`src/rtl/core/assert_macros.svh`:
```
// assertion helpers for the core
`ifndef ASSERT_MACROS_SVH
`define ASSERT_MACROS_SVH
// property holds on every clock edge outside reset
`define ASSERT_CLK(label, clk, rst, prop, msg) \
   label: assert property (@(posedge clk) disable iff (rst) (prop)) else $error(msg);
// property holds on every clock edge, reset included
`define ASSERT_ALWAYS(label, clk, prop, msg) \
   label: assert property (@(posedge clk) (prop)) else $error(msg);
`endif

```
`src/rtl/core/pbr_pkg.sv`:
```
// ----------------------------------------------------------------------------
// pbr_pkg
// shared constants and types of the bisection root finder
// ----------------------------------------------------------------------------
package pbr_pkg;
   localparam int MAX_TERMS_DEF = 16;
   localparam int FRAC_BITS_DEF = 16;
   localparam int XW = 32;
   localparam int VW = 48;
   localparam logic [46:0] MAG_MAX = {47{1'b1}};
   localparam logic [1:0] ST_CONVERGED = 2'd0;
   localparam logic [1:0] ST_NO_ROOT = 2'd1;
   localparam logic [1:0] ST_LIMIT = 2'd2;
   localparam logic ACT_LOAD = 1'b0;
   localparam logic ACT_SOLVE = 1'b1;
   localparam logic [1:0] REG_TERM_COUNT = 2'd0;
   localparam logic [1:0] REG_TOLERANCE = 2'd1;
   localparam logic [1:0] REG_MAX_ITER = 2'd2;

   typedef struct packed {
      logic start;
      logic [XW-1:0] x;
   } eval_req_type;

   typedef struct packed {
      logic done;
      logic signed [VW-1:0] value;
   } eval_rsp_type;
endpackage

```
`src/rtl/core/pbr_eval.sv`:
```
// ----------------------------------------------------------------------------
// pbr_eval
// polynomial evaluator, one term and one power step at a time; the power steps
// share one multiplier, and the term product has its own
// ----------------------------------------------------------------------------
module pbr_eval import pbr_pkg::*; #(
   parameter int MAX_TERMS = MAX_TERMS_DEF,
   parameter int FRAC_BITS = FRAC_BITS_DEF,
   localparam int AW = (MAX_TERMS > 1) ? $clog2(MAX_TERMS) : 1
) (
   input  logic                clock,
   input  logic                reset,
   input  eval_req_type        req,
   input  logic [4:0]          term_count,
   output logic [AW-1:0]       raddr,
   input  logic signed [15:0]  coef_rd,
   input  logic [3:0]          exp_rd,
   output eval_rsp_type        rsp
);
   localparam int CW = $clog2(MAX_TERMS + 1);
   localparam int SH = 24 - FRAC_BITS;
   localparam logic [CW-1:0] MAXT = CW'(MAX_TERMS);

   typedef enum logic [2:0] {S_IDLE, S_ADDR, S_READ, S_MUL_HI, S_MUL_LO,
                             S_TERM, S_ACC} state_type;

   state_type state_in, state_ff;
   logic [CW-1:0] idx_in, idx_ff, n_in, n_ff;
   logic [31:0] xm_in, xm_ff;
   logic neg_in, neg_ff;
   logic [46:0] p_in, p_ff;
   logic [3:0] k_in, k_ff, e_in, e_ff;
   logic signed [15:0] c_in, c_ff;
   logic [55:0] hx_in, hx_ff;
   logic signed [VW-1:0] acc_in, acc_ff;
   logic signed [64:0] term_in, term_ff;
   logic done_in, done_ff;

   logic [31:0] mul_a;
   logic [31:0] mul_b;
   logic [63:0] mul_p;
   logic [71:0] hx_sh;
   logic [63:0] lo_sum;
   logic signed [48:0] sum49;
   logic signed [47:0] sp;

   always_comb begin
      mul_a = 32'(xm_ff);
      mul_b = 32'(p_ff[23:0]);
      if (state_ff == S_MUL_HI) begin
         mul_b = {9'd0, p_ff[46:24]};
      end
      mul_p = 64'(mul_a) * 64'(mul_b);
   end

   assign raddr = idx_ff[AW-1:0];
   assign sp = (neg_ff && e_ff[0]) ? -$signed({1'b0, p_ff}) : $signed({1'b0, p_ff});

   always_comb begin
      state_in = state_ff;
      idx_in = idx_ff;
      n_in = n_ff;
      xm_in = xm_ff;
      neg_in = neg_ff;
      p_in = p_ff;
      k_in = k_ff;
      e_in = e_ff;
      c_in = c_ff;
      hx_in = hx_ff;
      acc_in = acc_ff;
      term_in = term_ff;
      done_in = 1'b0;
      hx_sh = 72'(hx_ff) << SH;
      lo_sum = 64'(hx_sh) + (mul_p >> FRAC_BITS);
      sum49 = 49'(acc_ff) + 49'(term_ff);
      unique case (state_ff)
         S_IDLE: begin
            if (req.start) begin
               neg_in = req.x[31];
               xm_in = req.x[31] ? 32'(-req.x) : req.x;
               idx_in = '0;
               acc_in = '0;
               n_in = (32'(term_count) > MAX_TERMS) ? MAXT : CW'(term_count);
               if (n_in == '0) begin
                  done_in = 1'b1;
               end else begin
                  state_in = S_ADDR;
               end
            end
         end
         S_ADDR: state_in = S_READ;
         S_READ: begin
            c_in = coef_rd;
            e_in = exp_rd;
            k_in = '0;
            p_in = 47'(1) << FRAC_BITS;
            state_in = (exp_rd == '0) ? S_TERM : S_MUL_HI;
         end
         S_MUL_HI: begin
            hx_in = mul_p[55:0];
            state_in = S_MUL_LO;
         end
         S_MUL_LO: begin
            if (hx_ff > 56'(MAG_MAX >> SH) || mul_p[63:56] != '0) begin
               p_in = MAG_MAX;
            end else if (lo_sum > 64'(MAG_MAX)) begin
               p_in = MAG_MAX;
            end else begin
               p_in = lo_sum[46:0];
            end
            k_in = k_ff + 4'd1;
            state_in = (k_ff + 4'd1 == e_ff) ? S_TERM : S_MUL_HI;
         end
         S_TERM: begin
            term_in = 65'(c_ff) * 65'(sp);
            state_in = S_ACC;
         end
         S_ACC: begin
            if (term_ff > 65'sh7FFFFFFFFFFF) begin
               sum49 = 49'(acc_ff) + 49'sh7FFFFFFFFFFF;
            end else if (term_ff < -65'sh800000000000) begin
               sum49 = 49'(acc_ff) - 49'sh800000000000;
            end
            if (sum49 > 49'sh7FFFFFFFFFFF) begin
               acc_in = 48'sh7FFFFFFFFFFF;
            end else if (sum49 < -49'sh800000000000) begin
               acc_in = 48'sh800000000000;
            end else begin
               acc_in = sum49[47:0];
            end
            idx_in = idx_ff + 1'b1;
            if (idx_in == n_ff) begin
               done_in = 1'b1;
               state_in = S_IDLE;
            end else begin
               state_in = S_ADDR;
            end
         end
         default: state_in = S_IDLE;
      endcase
   end

   always_ff @(posedge clock) begin
      if (reset) begin
         state_ff <= S_IDLE;
         done_ff <= 1'b0;
      end else begin
         state_ff <= state_in;
         done_ff <= done_in;
      end
      idx_ff <= idx_in;
      n_ff <= n_in;
      xm_ff <= xm_in;
      neg_ff <= neg_in;
      p_ff <= p_in;
      k_ff <= k_in;
      e_ff <= e_in;
      c_ff <= c_in;
      hx_ff <= hx_in;
      acc_ff <= acc_in;
      term_ff <= term_in;
   end

   assign rsp.done = done_ff;
   assign rsp.value = acc_ff;
endmodule

```
`config.mk`:
```
export PLATFORM = sky130hd
export DESIGN_NAME = pbr_eval
export DESIGN_NICKNAME = d
export VERILOG_FILES = /design/src/rtl/core/assert_macros.svh /design/src/rtl/core/pbr_pkg.sv /design/src/rtl/core/pbr_eval.sv
export SDC_FILE = /design/constraint.sdc
export NUM_CORES = 2
export LEC_CHECK = 0
export ABC_AREA = 1
export BUFFER_PORTS_ARGS = -buffer_cell sky130_fd_sc_hd__buf_2
export CELL_PAD_IN_SITES_DETAIL_PLACEMENT = 0
export CELL_PAD_IN_SITES_GLOBAL_PLACEMENT = 1
export CORE_MARGIN = 2
export CORE_UTILIZATION = 50
export DETAILED_ROUTE_END_ITERATION = 10
export GPL_ROUTABILITY_DRIVEN = 0
export GPL_TIMING_DRIVEN = 0
export PLACE_DENSITY = 0.8
export SYNTH_ARGS = -nofsm -noshare
export SYNTH_HDL_FRONTEND = slang
export SYNTH_SLANG_ARGS = --single-unit
```
`constraint.sdc`:
```
create_clock -name clock -period 15.4 [get_ports clock]
set_input_delay 0.77 -clock clock [delete_from_list [all_inputs] [get_ports clock]]
set_output_delay 0.77 -clock clock [all_outputs]
set_load 0.02 [all_outputs]
```
==> reports/metrics.csv <==
metric,value,unit
# IOs,113,
register area share after synthesis,0.118,
outcome,"complete, but fails checks",
"Endpoint, Worst Hold",c_ff[4]$_DFFE_PN_,
Ys Warns,0,
Mean Syn Cell Area,7.76,µm²
setup TNS,0,ns
reg2reg start,state_ff[0]$_SDFFE_PP0P_,
slew margin rel.,-0.0293,
RSZ-0062 raised after global routing,no,
Die H,384,µm
first-pass GRT wire length,397,mm
CTS resizes,0,
final period utilization,0.932,
clock root cell,clkbuf_16,
"slowest stage delay, CP",1.17,ns
Initial Util,0.504,
Slew @ Worst Pin,1.53,ns
fmax,69.7,MHz
critical path endpoint category,register,
"Distinct cells, synth",60,
Via density,5.56,
reg-to-reg setup timing slack,1.05,ns
Pins Over Slew Limit,6,
vias in the first global route,64200,
Hold Buf Count CTS,0,
Netlist Area Pre-Place,72300,µm²
Final Routed Wirelength,266,mm
pin count of the biggest net entering global routing,66,
worst-skew pair later-pin latency,0.65,ns
Final Skew,0.0584,ns
port bufs,112,
Worst-path clk slew,0.06,ns
final setup violation count,0,
Rows,139,
fin nets,11300,
r2r endpoint,p_ff[24]$_SDFFCE_PP0P_,
Num CTS Buffers,38,
Synth Register Bits,286,
ANT nets after route,0,
initial antenna violation count,5,
Crit path arrival time,14.70,ns
crit path max fanout,10,
max cap viols,1,
routed via count,63500,
"EDFF count, synth",282,
DP Wirelength,224,mm
"Area growth, synth to finish",6.21,%
fraction of registers with async set/reset,0,
cells on worst reg2reg path,47,
H-tree Lvls,2,
startpoint types,register,
"slowest stage cell, crit path",o21ai_1,
failing checks,"capacitance limit, slew limit",
hold wc startpoint,coef_rd[4],
initial detailed-routing violation count,6346,
net count after synthesis,11200,
TritonCTS clock tree,yes,
die width,384,µm
Total GRT Usage,0.364,
DIE AREA,148000,µm²
drt first pass iters,7,
core area,143000,µm²
Crit Path Class,register to register,
Hold Fails Final Rpt,0,
share of cells above drive strength 1,0.0359,
Most used DFF post-synth,edfxtp_1,
drt drc,0,
synthesized instance count,9313,
DR WL/cell,23.3,µm
grt total ovfl,0,
Clock Sinks,286,
CTS Buffer Depth,3,
Hold/Removal Path Class,input port to register,
Tmin final,14.35,ns
Critical Path RT,15.76,ns
postcts setup bufs,0,
hold path cells,1,
## worst max-delay path, delay by kind of cell (launching register included)
family,cells,cell delay [ns]
adder cells (fa/ha/maj),9,4.48
AND/OR/NAND/NOR,19,3.48
buffers and inverters,14,3.13
AO/OA/AOI/OAI,4,1.81
flip-flops,1,0.65
XOR/XNOR,1,0.47
## cell type report
type,instances,area [µm²]
plain buffers,301,1240
inverters,2255,8470
flip-flops and latches,286,8550
fillers,14100,66700
multi-input cells,6471,54100
well taps,1903,2380
diodes,3,7.51
clock buffers,42,987
repair buffers,133,846
clock inverters,27,203
## how the worst max path moves through the flow
stage,from,endpoint,slack [ns]
2_1_floorplan,state_ff[0]$_SDFFE_PP0P_,p_ff[17]$_SDFFCE_PP0P_,4.69
3_3_place_gp,state_ff[0]$_SDFFE_PP0P_,p_ff[31]$_SDFFCE_PP0P_,0.04
3_5_place_dp,state_ff[0]$_SDFFE_PP0P_,p_ff[33]$_SDFFCE_PP0P_,1.65
4_1_cts,state_ff[0]$_SDFFE_PP0P_,p_ff[24]$_SDFFCE_PP0P_,1.58
5_1_grt,state_ff[0]$_SDFFE_PP0P_,p_ff[24]$_SDFFCE_PP0P_,0.83
6_report,state_ff[0]$_SDFFE_PP0P_,p_ff[24]$_SDFFCE_PP0P_,1.05
## Yosys cell counts, types with 16 or more instances
cell         n  area share
nand2_1   2003        0.10
nand4_1     98      0.0085
or2_2       39      0.0034
inv_1     2214        0.12
clkbuf_1   248       0.013
clkinv_1    25      0.0013
a31oi_1     40      0.0035
buf_2       26      0.0018
fa_1      1372        0.38
a21oi_1    336       0.023
a21o_1      35      0.0036
edfxtp_1   282        0.12
xor2_1     140       0.017
nor3_1      77      0.0053
nand3_1    236       0.016
o21a_1      16      0.0017
ha_1       427       0.074
nor2_1    1107       0.058
o21ai_0    255       0.018
xnor2_1     96       0.012
nor4_1      30      0.0026
o21bai_1    26      0.0027
o211ai_1    21      0.0022
## cell families after synthesis
kind of cell,synth area share
and+or+nand+nor,0.203
buffers and inverters,0.134
adders and majority gates,0.454
AOI/OAI and AO/OA,0.0611
DFF,0.118
xor gates and xnor gates,0.0291
## metrics by stage
step           worst slack, ns  hold slack [ns]  instances  cell area [µm²]  utilization
5_1_grt                  0.826            0.282      11400            76700        0.535
4_1_cts                   1.58            0.264      11400            76700        0.535
6_report                  1.05            0.293      11400            76800        0.535
2_1_floorplan             4.69            0.543       9313            72300            -
3_5_place_dp              1.65            0.607      11300            75500        0.527
3_3_place_gp            0.0372            0.582      11300            75200        0.524
## layout by cell type, fill, tap and decap left out, types with 8 or more instances in the layout
master / count
inv_1: 2214
a221oi_1: 8
buf_1: 11
a21o_1: 35
or2_2: 39
nor3_1: 75
edfxtp_1: 282
o21ai_2: 11
clkbuf_16: 39
nand3_1: 236
xnor2_1: 96
a21oi_1: 336
inv_2: 15
clkbuf_1: 250
o21ai_0: 250
o22ai_1: 9
buf_2: 138
nand2_2: 14
fa_1: 1372
clkinv_1: 33
xor2_1: 140
nor2_1: 1106
o21ai_1: 10
a31oi_1: 40
o21bai_1: 26
clkinv_2: 8
buf_6: 11
buf_4: 15
nand2_1: 2003
o21a_1: 16
nor4_1: 30
a21boi_0: 10
ha_1: 427
o211ai_1: 21
nand4_1: 98
## metal layers
| metal | GRT usage | vias to the layer above | share of wire |
|---|---|---|---|
| li1 | - | 28100 | - |
| met1 | 0.468 | 31300 | 0.38 |
| met2 | 0.569 | 3265 | 0.45 |
| met3 | 0.0728 | 782 | 0.098 |
| met4 | 0.217 | 4 | 0.074 |
| met5 | 0 | - | 0.000098 |
## flip-flops by register name, summed over array words and instances (netlist names)
| signal | count |
|---|---|
| neg_ff | 1 |
| state_ff | 3 |
| n_ff | 5 |
| p_ff | 47 |
| done_ff | 1 |
| term_ff | 64 |
| mul_a | 32 |
| hx_ff | 56 |
| k_ff | 4 |
| acc_ff | 48 |
| idx_ff | 5 |
| e_ff | 4 |
| c_ff | 16 |
Power is not shown: default switching activity piles up to over one toggle a cycle in this logic, so the estimate is an artifact.
