--- config.mk ---
export PLATFORM = sky130hd
export DESIGN_NAME = pbr_ram
export DESIGN_NICKNAME = d
export VERILOG_FILES = /design/src/rtl/core/assert_macros.svh /design/src/rtl/core/pbr_ram.sv
export SDC_FILE = /design/constraint.sdc
export NUM_CORES = 1
export LEC_CHECK = 0
export ABC_AREA = 1
export BUFFER_PORTS_ARGS = -buffer_cell sky130_fd_sc_hd__buf_2
export CAP_MARGIN = 10
export CORE_MARGIN = 4
export CORE_UTILIZATION = 54
export CTS_BUF_LIST = sky130_fd_sc_hd__clkbuf_4
export DETAILED_ROUTE_END_ITERATION = 8
export PLACE_DENSITY = 0.81
export SETUP_SLACK_MARGIN = 0.5
export SLEW_MARGIN = 10
export SYNTH_ARGS = -nofsm -noshare
export SYNTH_HDL_FRONTEND = slang
export SYNTH_SLANG_ARGS = --single-unit
--- constraint.sdc ---
create_clock -name clock -period 1 [get_ports clock]
set_input_delay 0.05 -clock clock [delete_from_list [all_inputs] [get_ports clock]]
set_output_delay 0.05 -clock clock [all_outputs]
set_load 0.005 [all_outputs]
--- src/rtl/core/assert_macros.svh ---
// assertion helpers for the core
`ifndef ASSERT_MACROS_SVH
`define ASSERT_MACROS_SVH
// property holds on every clock edge outside reset
`define ASSERT_CLK(label, clk, rst, prop, msg) \
   label: assert property (@(posedge clk) disable iff (rst) (prop)) else $error(msg);
// property holds on every clock edge, reset included
`define ASSERT_ALWAYS(label, clk, prop, msg) \
   label: assert property (@(posedge clk) (prop)) else $error(msg);
`endif

--- src/rtl/core/pbr_ram.sv ---
// ----------------------------------------------------------------------------
// pbr_ram
// generic single write, single read ram with registered read
// ----------------------------------------------------------------------------
module pbr_ram #(
   parameter int WIDTH = 8,
   parameter int DEPTH = 16
) (
   input  logic                     clock,
   input  logic                     we,
   input  logic [$clog2(DEPTH)-1:0] waddr,
   input  logic [WIDTH-1:0]         wdata,
   input  logic [$clog2(DEPTH)-1:0] raddr,
   output logic [WIDTH-1:0]         rdata
);
   logic [WIDTH-1:0] mem_ff [DEPTH];
   logic [WIDTH-1:0] rdata_ff;

   always_ff @(posedge clock) begin
      if (we) begin
         mem_ff[waddr] <= wdata;
      end
      rdata_ff <= mem_ff[raddr];
   end
   assign rdata = rdata_ff;
endmodule

==> flow_metrics.py, run 1 <==
metrics = {
    "global_route": {
        "grt_pass1_vias": 3887,
        "track_usage_pct": 21.68,
        "antenna_found_initial": 1,
        "grt_max_degree": 65,
        "overflow": 0,
        "grt_pass1_wl_um": 20490,
    },
    "detailed_routing": {
        "drc_errors": 0,
        "first_pass_iters": 6,
        "via_count": 4092,
        "drt_wl_total_um": 13370,
        "routedWlPerCell_um": 17.92,
        "drtIter0Drc": 457,
        "viasPerCell": 5.485,
        "antenna_left": 0,
    },
    "power": {
        "p_leak_nw": 2.938,
        "pwr-share-seq_pct": 59.0,
        "power_frac_clock_pct": 32.0,
        "p_per_area_mw_per_mm2": 1575,
        "p_int_w": 0.008203,
        "switchingPower_w": 0.002659,
        "max-vdd-ir-drop_mv": 1.049,
        "power.combinational.fraction_pct": 9.0,
        "swShare_pct": 24.48,
    },
    "final_layout": {
        "multi_input_area_mm2": 0.001612,
        "area_growth_pct": 19.61,
        "regArea_mm2": 0.004009,
        "fin_util_pct": 66.52,
        "nNetsFinal": 614,
        "drive_gt1_share_pct": 27.91,
        "fillers": 733,
    },
    "synthesis": {
        "synth_edf_count": 128,
        "synth_async_sr_flop_share_pct": 0,
        "ys_seq_area_share_pct": 69.43,
        "yosysMostFrequentCell": "nand2_1",
        "synth_mux_area_share_pct": 0,
        "synthAdderAreaFrac_pct": 0,
        "synthSimpleGateAreaFrac_pct": 21.05,
        "avgSynthCellArea_um2": 10.47,
        "synth_top_area_share_pct": 66.65,
        "yosysTopAreaCell": "edfxtp_1",
        "yosysWarnings": 0,
        "syn_nets": 569,
        "ys.flop_type": "edfxtp_1",
        "synth_compound_area_share_pct": 0,
        "synthCells": 551,
        "ys_types": 12,
        "synth_top_family_by_area": "simple AND/OR/NAND/NOR gates",
        "synth_xor_area_share_pct": 0,
        "syn_area_mm2": 0.005767,
        "ys_seq_elements": 136,
        "ys_top_cells_by_count": "nand2_1 (173), edfxtp_1 (128), inv_1 (100)",
        "synth.area.top_cells": "edfxtp_1 (67%), nand2_1 (11%), nand3_1 (8.4%), inv_1 (6.5%), dfxtp_1 (2.8%)",
    },
    "timing": {
        "hold_ws_ns": -0.1142,
        "hold_viol": 136,
        "post-route-min-period_ns": 1.077,
        "rsz0062_at_grt": "yes",
        "fin_ws_ns": -0.07687,
        "setup_viol": 9,
        "worstMarginPinSlew_ns": 0.4388,
        "clock.fmax_ghz": 0.9286,
        "slew_headroom_pct": 70.72,
        "period_share_pct": 107.7,
        "maxSlewViolCount": 0,
        "fin_skew_ns": 0.01806,
    },
    "critical_path": {
        "arrival_ns": 1.03,
        "slowest_stage": "dfxtp_2",
        "path_buf_inv": 1,
        "cpPeakStageDelay_ns": 0.37,
        "crit_fanout": 1,
        "startpoint_type": "flop",
        "r2r_slack_ns": -0.02,
        "critPathKind": "flop to output port",
        "critPathTopFamily": "flip-flops",
        "required_ns": 0.95,
        "path_cells": "buf_2",
        "crit_path_end_kind": "output port",
    },
    "worst_hold_path": {
        "min_path_type": "input port to flop",
    },
    "cts": {
        "cts.path.max_buffers": 2,
        "cts_root_buffer": "clkbuf_4",
        "cts_tree": "done",
        "worstSkewPairLatency_ns": 0.54,
        "cts.sinks": 136,
        "clk_pin_slew_worst_paths_ns": 0.12,
        "ctsHtreeMaxLevel": 4,
        "cts_buffers": 17,
    },
    "floorplanning": {
        "die_y_um": 111.3,
        "rows": 37,
        "initial_core_util_pct": 55.61,
        "core-area_mm2": 0.01037,
        "dieArea_mm2": 0.01240,
        "die_w_um": 111.3,
        "io_pins": 26,
    },
    "placement": {
        "dpl.hpwl_um": 8098,
        "gp_congestion": 0.8667,
        "portBuffers": 25,
    },
    "status": {
        "failed_checks": "negative hold slack, negative setup slack",
        "status": "finished, violations left",
    },
    "job": {
        "maxCapViolCount": 0,
    },
}
-- routing by layer --
layer	share of wire [%]	GRT usage, %
met1	39	28.69
met2	48	34.34
met3	8.9	5.326
met4	3.7	9.570
met5	0	0
-- kinds of logic (layout without fill, tap and decap cells) --
logic type / count (synthesis) / in the layout
buf+inv: 126 / 184
flops: 136 / 136
other cells: 0 / 1
simple gates: 289 / 289
-- cell usage in the layout, fill, tap and decap left out, drive strengths merged --
cell,n
nand2,173
edfxtp,128
inv,102
nand3,97
buf,50
clkbuf,19
nor2,17
dfxtp,8
clkinv,7
clkinvlp,4
nand3b,2
bufinv,2
diode,1
-- layout make-up --
class | count | share of cell area (%)
antenna | 1 | 0.03628
clock buffer | 19 | 2.068
clock inverter | 13 | 1.923
inverter | 102 | 5.623
multi-input combinational | 289 | 23.36
sequential | 136 | 58.12
tap | 136 | 2.467
timing repair buffer | 50 | 6.403
-- per-stage QoR --
step | area (um2) | std cells | setup TNS, ns | total power, W | setup slack, ns
2_1_floorplan | 5904 | 551 | 0 | 0.007016 | 0.07636
3_3_place_gp | 6294 | 711 | -6.455 | 0.007343 | -0.09261
3_5_place_dp | 6294 | 711 | -8.962 | 0.007373 | -0.1168
4_1_cts | 6744 | 743 | -0.4901 | 0.01083 | -0.09401
5_1_grt | 6898 | 746 | -0.8820 | 0.01127 | -0.1271
6_report | 6898 | 746 | -0.2669 | 0.01086 | -0.07687
-- worst paths after layout --
check	end	depth (start not counted)	from
setup reg to reg	rdata[5]$_DFF_P_	6	mem_ff[7][5]$_DFFE_PP_
setup / recovery	rdata[2]	1	rdata[2]$_DFF_P_
hold / removal	rdata[3]$_DFF_P_	3	raddr[3]
hold reg to reg	rdata[2]$_DFF_P_	6	mem_ff[3][2]$_DFFE_PP_
-- flip-flops by register name (all words and copies together) (netlist names) --
| signal | cells |
|---|---|
| mem_ff | 128 |
| rdata | 8 |
-- repair_timing --
item	CTS	global route
buffers inserted	0	2
endpoints found under the setup margin	72	44
gates resized for setup	39	35
pin swaps	28	18
endpoints found under the hold margin	136	168
-- power by group through the flow --
stage	Combinational (W)	Clock, W	Sequential (W)
floorplan	0.000491	0	0.00652
global placement	0.000815	0	0.00653
detailed placement	0.000841	0	0.00653
CTS	0.000904	0.00352	0.00640
global route	0.00106	0.00379	0.00642
finish	0.000980	0.00347	0.00641
(Power assumes the default switching activity.)
==> run 2: changes to the inputs <==
--- a/config.mk
+++ b/config.mk
@@ -12,6 +12,7 @@
 export CORE_UTILIZATION = 54
 export CTS_BUF_LIST = sky130_fd_sc_hd__clkbuf_4
 export DETAILED_ROUTE_END_ITERATION = 8
+export GPL_TIMING_DRIVEN = 0
 export PLACE_DENSITY = 0.81
 export SETUP_SLACK_MARGIN = 0.5
 export SLEW_MARGIN = 10
==> constraint.sdc (replaced) <==
create_clock -name clock -period 0.9 [get_ports clock]
set_input_delay 0.045 -clock clock [delete_from_list [all_inputs] [get_ports clock]]
set_output_delay 0.045 -clock clock [all_outputs]
set_load 0.005 [all_outputs]
==> flow_metrics.py, run 2 (synthesized netlist as in run 1, its figures left out) <==
metrics = {
    "floorplanning": {
        "die_w_um": 111.3,
        "die_y_um": 111.3,
        "initial_core_util_pct": 55.61,
        "io_pins": 26,
        "dieArea_mm2": 0.01240,
        "core-area_mm2": 0.01037,
        "rows": 37,
    },
    "global_route": {
        "use_met3_pct": 5.707,
        "grt_pass1_vias": 4155,
        "grt_max_degree": 17,
        "grt_pass1_wl_um": 22180,
        "track_usage_pct": 24.09,
        "met1_usage_pct": 29.42,
        "top_usage_layer": "met2",
        "overflow": 0,
        "grt_util_met2_pct": 38.76,
        "antenna_found_initial": 0,
    },
    "final_layout": {
        "area_growth_pct": 22.54,
        "nNetsFinal": 626,
        "layoutNonFillerInstCount": 758,
        "largest_register": "mem_ff",
        "regArea_mm2": 0.004006,
        "largest_reg_flops": 128,
        "multi_input_area_mm2": 0.001700,
        "layout_common_cells": "nand2_1 (159), edfxtp_1 (128), inv_1 (93)",
        "drive_gt1_share_pct": 29.63,
        "fillers": 731,
        "fin_util_pct": 68.15,
        "final_common_cell": "nand2_1",
    },
    "detailed_routing": {
        "drtIter0Drc": 486,
        "antenna_left": 0,
        "viasPerCell": 5.458,
        "drt_wl_total_um": 14640,
        "via_count": 4137,
        "routedWlPerCell_um": 19.32,
        "drc_errors": 0,
        "first_pass_iters": 5,
    },
    "job": {
        "maxCapViolCount": 0,
    },
    "placement": {
        "placedCellCount": 709,
        "gp_congestion": 0.9262,
        "portBuffers": 22,
        "dpl.hpwl_um": 8895,
    },
    "critical_path": {
        "cpPeakStageDelay_ns": 0.33,
        "required_ns": 0.85,
        "arrival_ns": 0.98,
        "startpoint_type": "flop",
        "reg2reg_depth": 6,
        "r2r_slack_ns": -0.12,
        "path_cells": "buf_2",
        "crit_fanout": 1,
        "r2r_start": "mem_ff[8][2]$_DFFE_PP_",
        "critPathTopFamily": "flip-flops",
        "critPathKind": "flop to output port",
        "path_buf_inv": 1,
        "timing.rr.end": "rdata[2]$_DFF_P_",
        "slowest_stage": "dfxtp_2",
        "crit_path_end_kind": "output port",
    },
    "cts": {
        "clk_pin_slew_worst_paths_ns": 0.12,
        "ctsHtreeMaxLevel": 4,
        "cts_buffers": 17,
        "cts.sinks": 136,
        "cts_tree": "done",
        "worstSkewPairLatency_ns": 0.54,
        "cts_root_buffer": "clkbuf_4",
        "cts.path.max_buffers": 2,
    },
    "timing": {
        "hold_viol": 132,
        "setup_viol": 16,
        "fin_skew_ns": 0.01834,
        "period_share_pct": 113.6,
        "fin_ws_ns": -0.1221,
        "rsz0062_at_grt": "yes",
        "hold_ws_ns": -0.07681,
        "maxSlewViolCount": 0,
        "worstMarginPinSlew_ns": 0.6093,
        "slew_headroom_pct": 59.38,
        "post-route-min-period_ns": 1.022,
        "clock.fmax_ghz": 0.9784,
    },
    "worst_hold_path": {
        "hold_path_depth": 1,
        "hold_start": "wdata[4]",
        "whs_endpoint": "mem_ff[7][4]$_DFFE_PP_",
        "min_path_type": "input port to flop",
    },
    "power": {
        "max-vdd-ir-drop_mv": 0.9430,
        "p_leak_nw": 2.995,
        "p_per_area_mw_per_mm2": 1661,
    },
    "status": {
        "status": "finished, violations left",
        "failed_checks": "negative hold slack, negative setup slack",
    },
}
==> run 2: how the worst max path moves through the flow <==
stage,end,startpoint,cells after the start,slack (ns)
floorplan,mem_ff[10][0]$_DFFE_PP_,waddr[2],2,-0.02
global placement,mem_ff[7][1]$_DFFE_PP_,waddr[3],3,-0.52
detailed placement,mem_ff[7][1]$_DFFE_PP_,waddr[3],3,-0.55
CTS,rdata[4],rdata[4]$_DFF_P_,1,-0.16
global route,rdata[4],rdata[4]$_DFF_P_,1,-0.17
finish,rdata[4],rdata[4]$_DFF_P_,1,-0.12
==> run 2: report_power, final <==
part           internal (W)  leakage [nW]  switching (W)
Combinational      0.000393          1.64       0.000807
Sequential          0.00707          1.22      0.0000396
Clock               0.00140         0.132        0.00204
Total               0.00886          2.99        0.00288
==> run 2: final cells by class <==
| class | count | area share (%) |
|---|---|---|
| Clock buffer | 20 | 2.125 |
| Sequential cell | 136 | 56.69 |
| Timing Repair Buffer | 38 | 5.524 |
| Inverter | 102 | 5.595 |
| Tap cell | 136 | 2.408 |
| Antenna cell | 1 | 0.03541 |
| Multi-Input combinational cell | 289 | 24.06 |
| Buffer | 24 | 2.355 |
| Clock inverter | 12 | 1.204 |
==> run 2: what timing repair did <==
action	4_1_cts	5_1_grt
gates resized for setup	49	48
setup buffers	16	0
setup endpoints to repair	128	124
endpoints found under the hold margin	135	134
pin swaps	40	37
==> run 2: through the flow <==
step           setup slack, ns  hold slack, ns  area (um2)  setup TNS, ns  total power, W
5_1_grt                -0.1677         -0.1063        7064         -2.179         0.01215
2_1_floorplan         -0.01864          0.1439        5904         -1.193        0.007795
6_report               -0.1221        -0.07681        7067         -1.385         0.01174
3_3_place_gp           -0.5226          0.4236        6185         -34.91        0.008162
3_5_place_dp           -0.5511          0.4235        6185         -38.28        0.008201
4_1_cts                -0.1554         -0.1091        6869         -1.397         0.01162
==> run 2: per-layer routing <==
layer,vias up,share of wire (%)
met5,-,0
met4,0,4.7
met3,49,10
met2,250,49
met1,1931,36
li1,1907,-
==> run 2: worst register-to-register path, stage by stage, from the launching register on <==
cell	delay, ns
edfxtp_1	0.39
inv_1	0.06
nand2_1	0.06
nand3_1	0.09
nand3_1	0.10
nand3_2	0.13
nand2_1	0.07
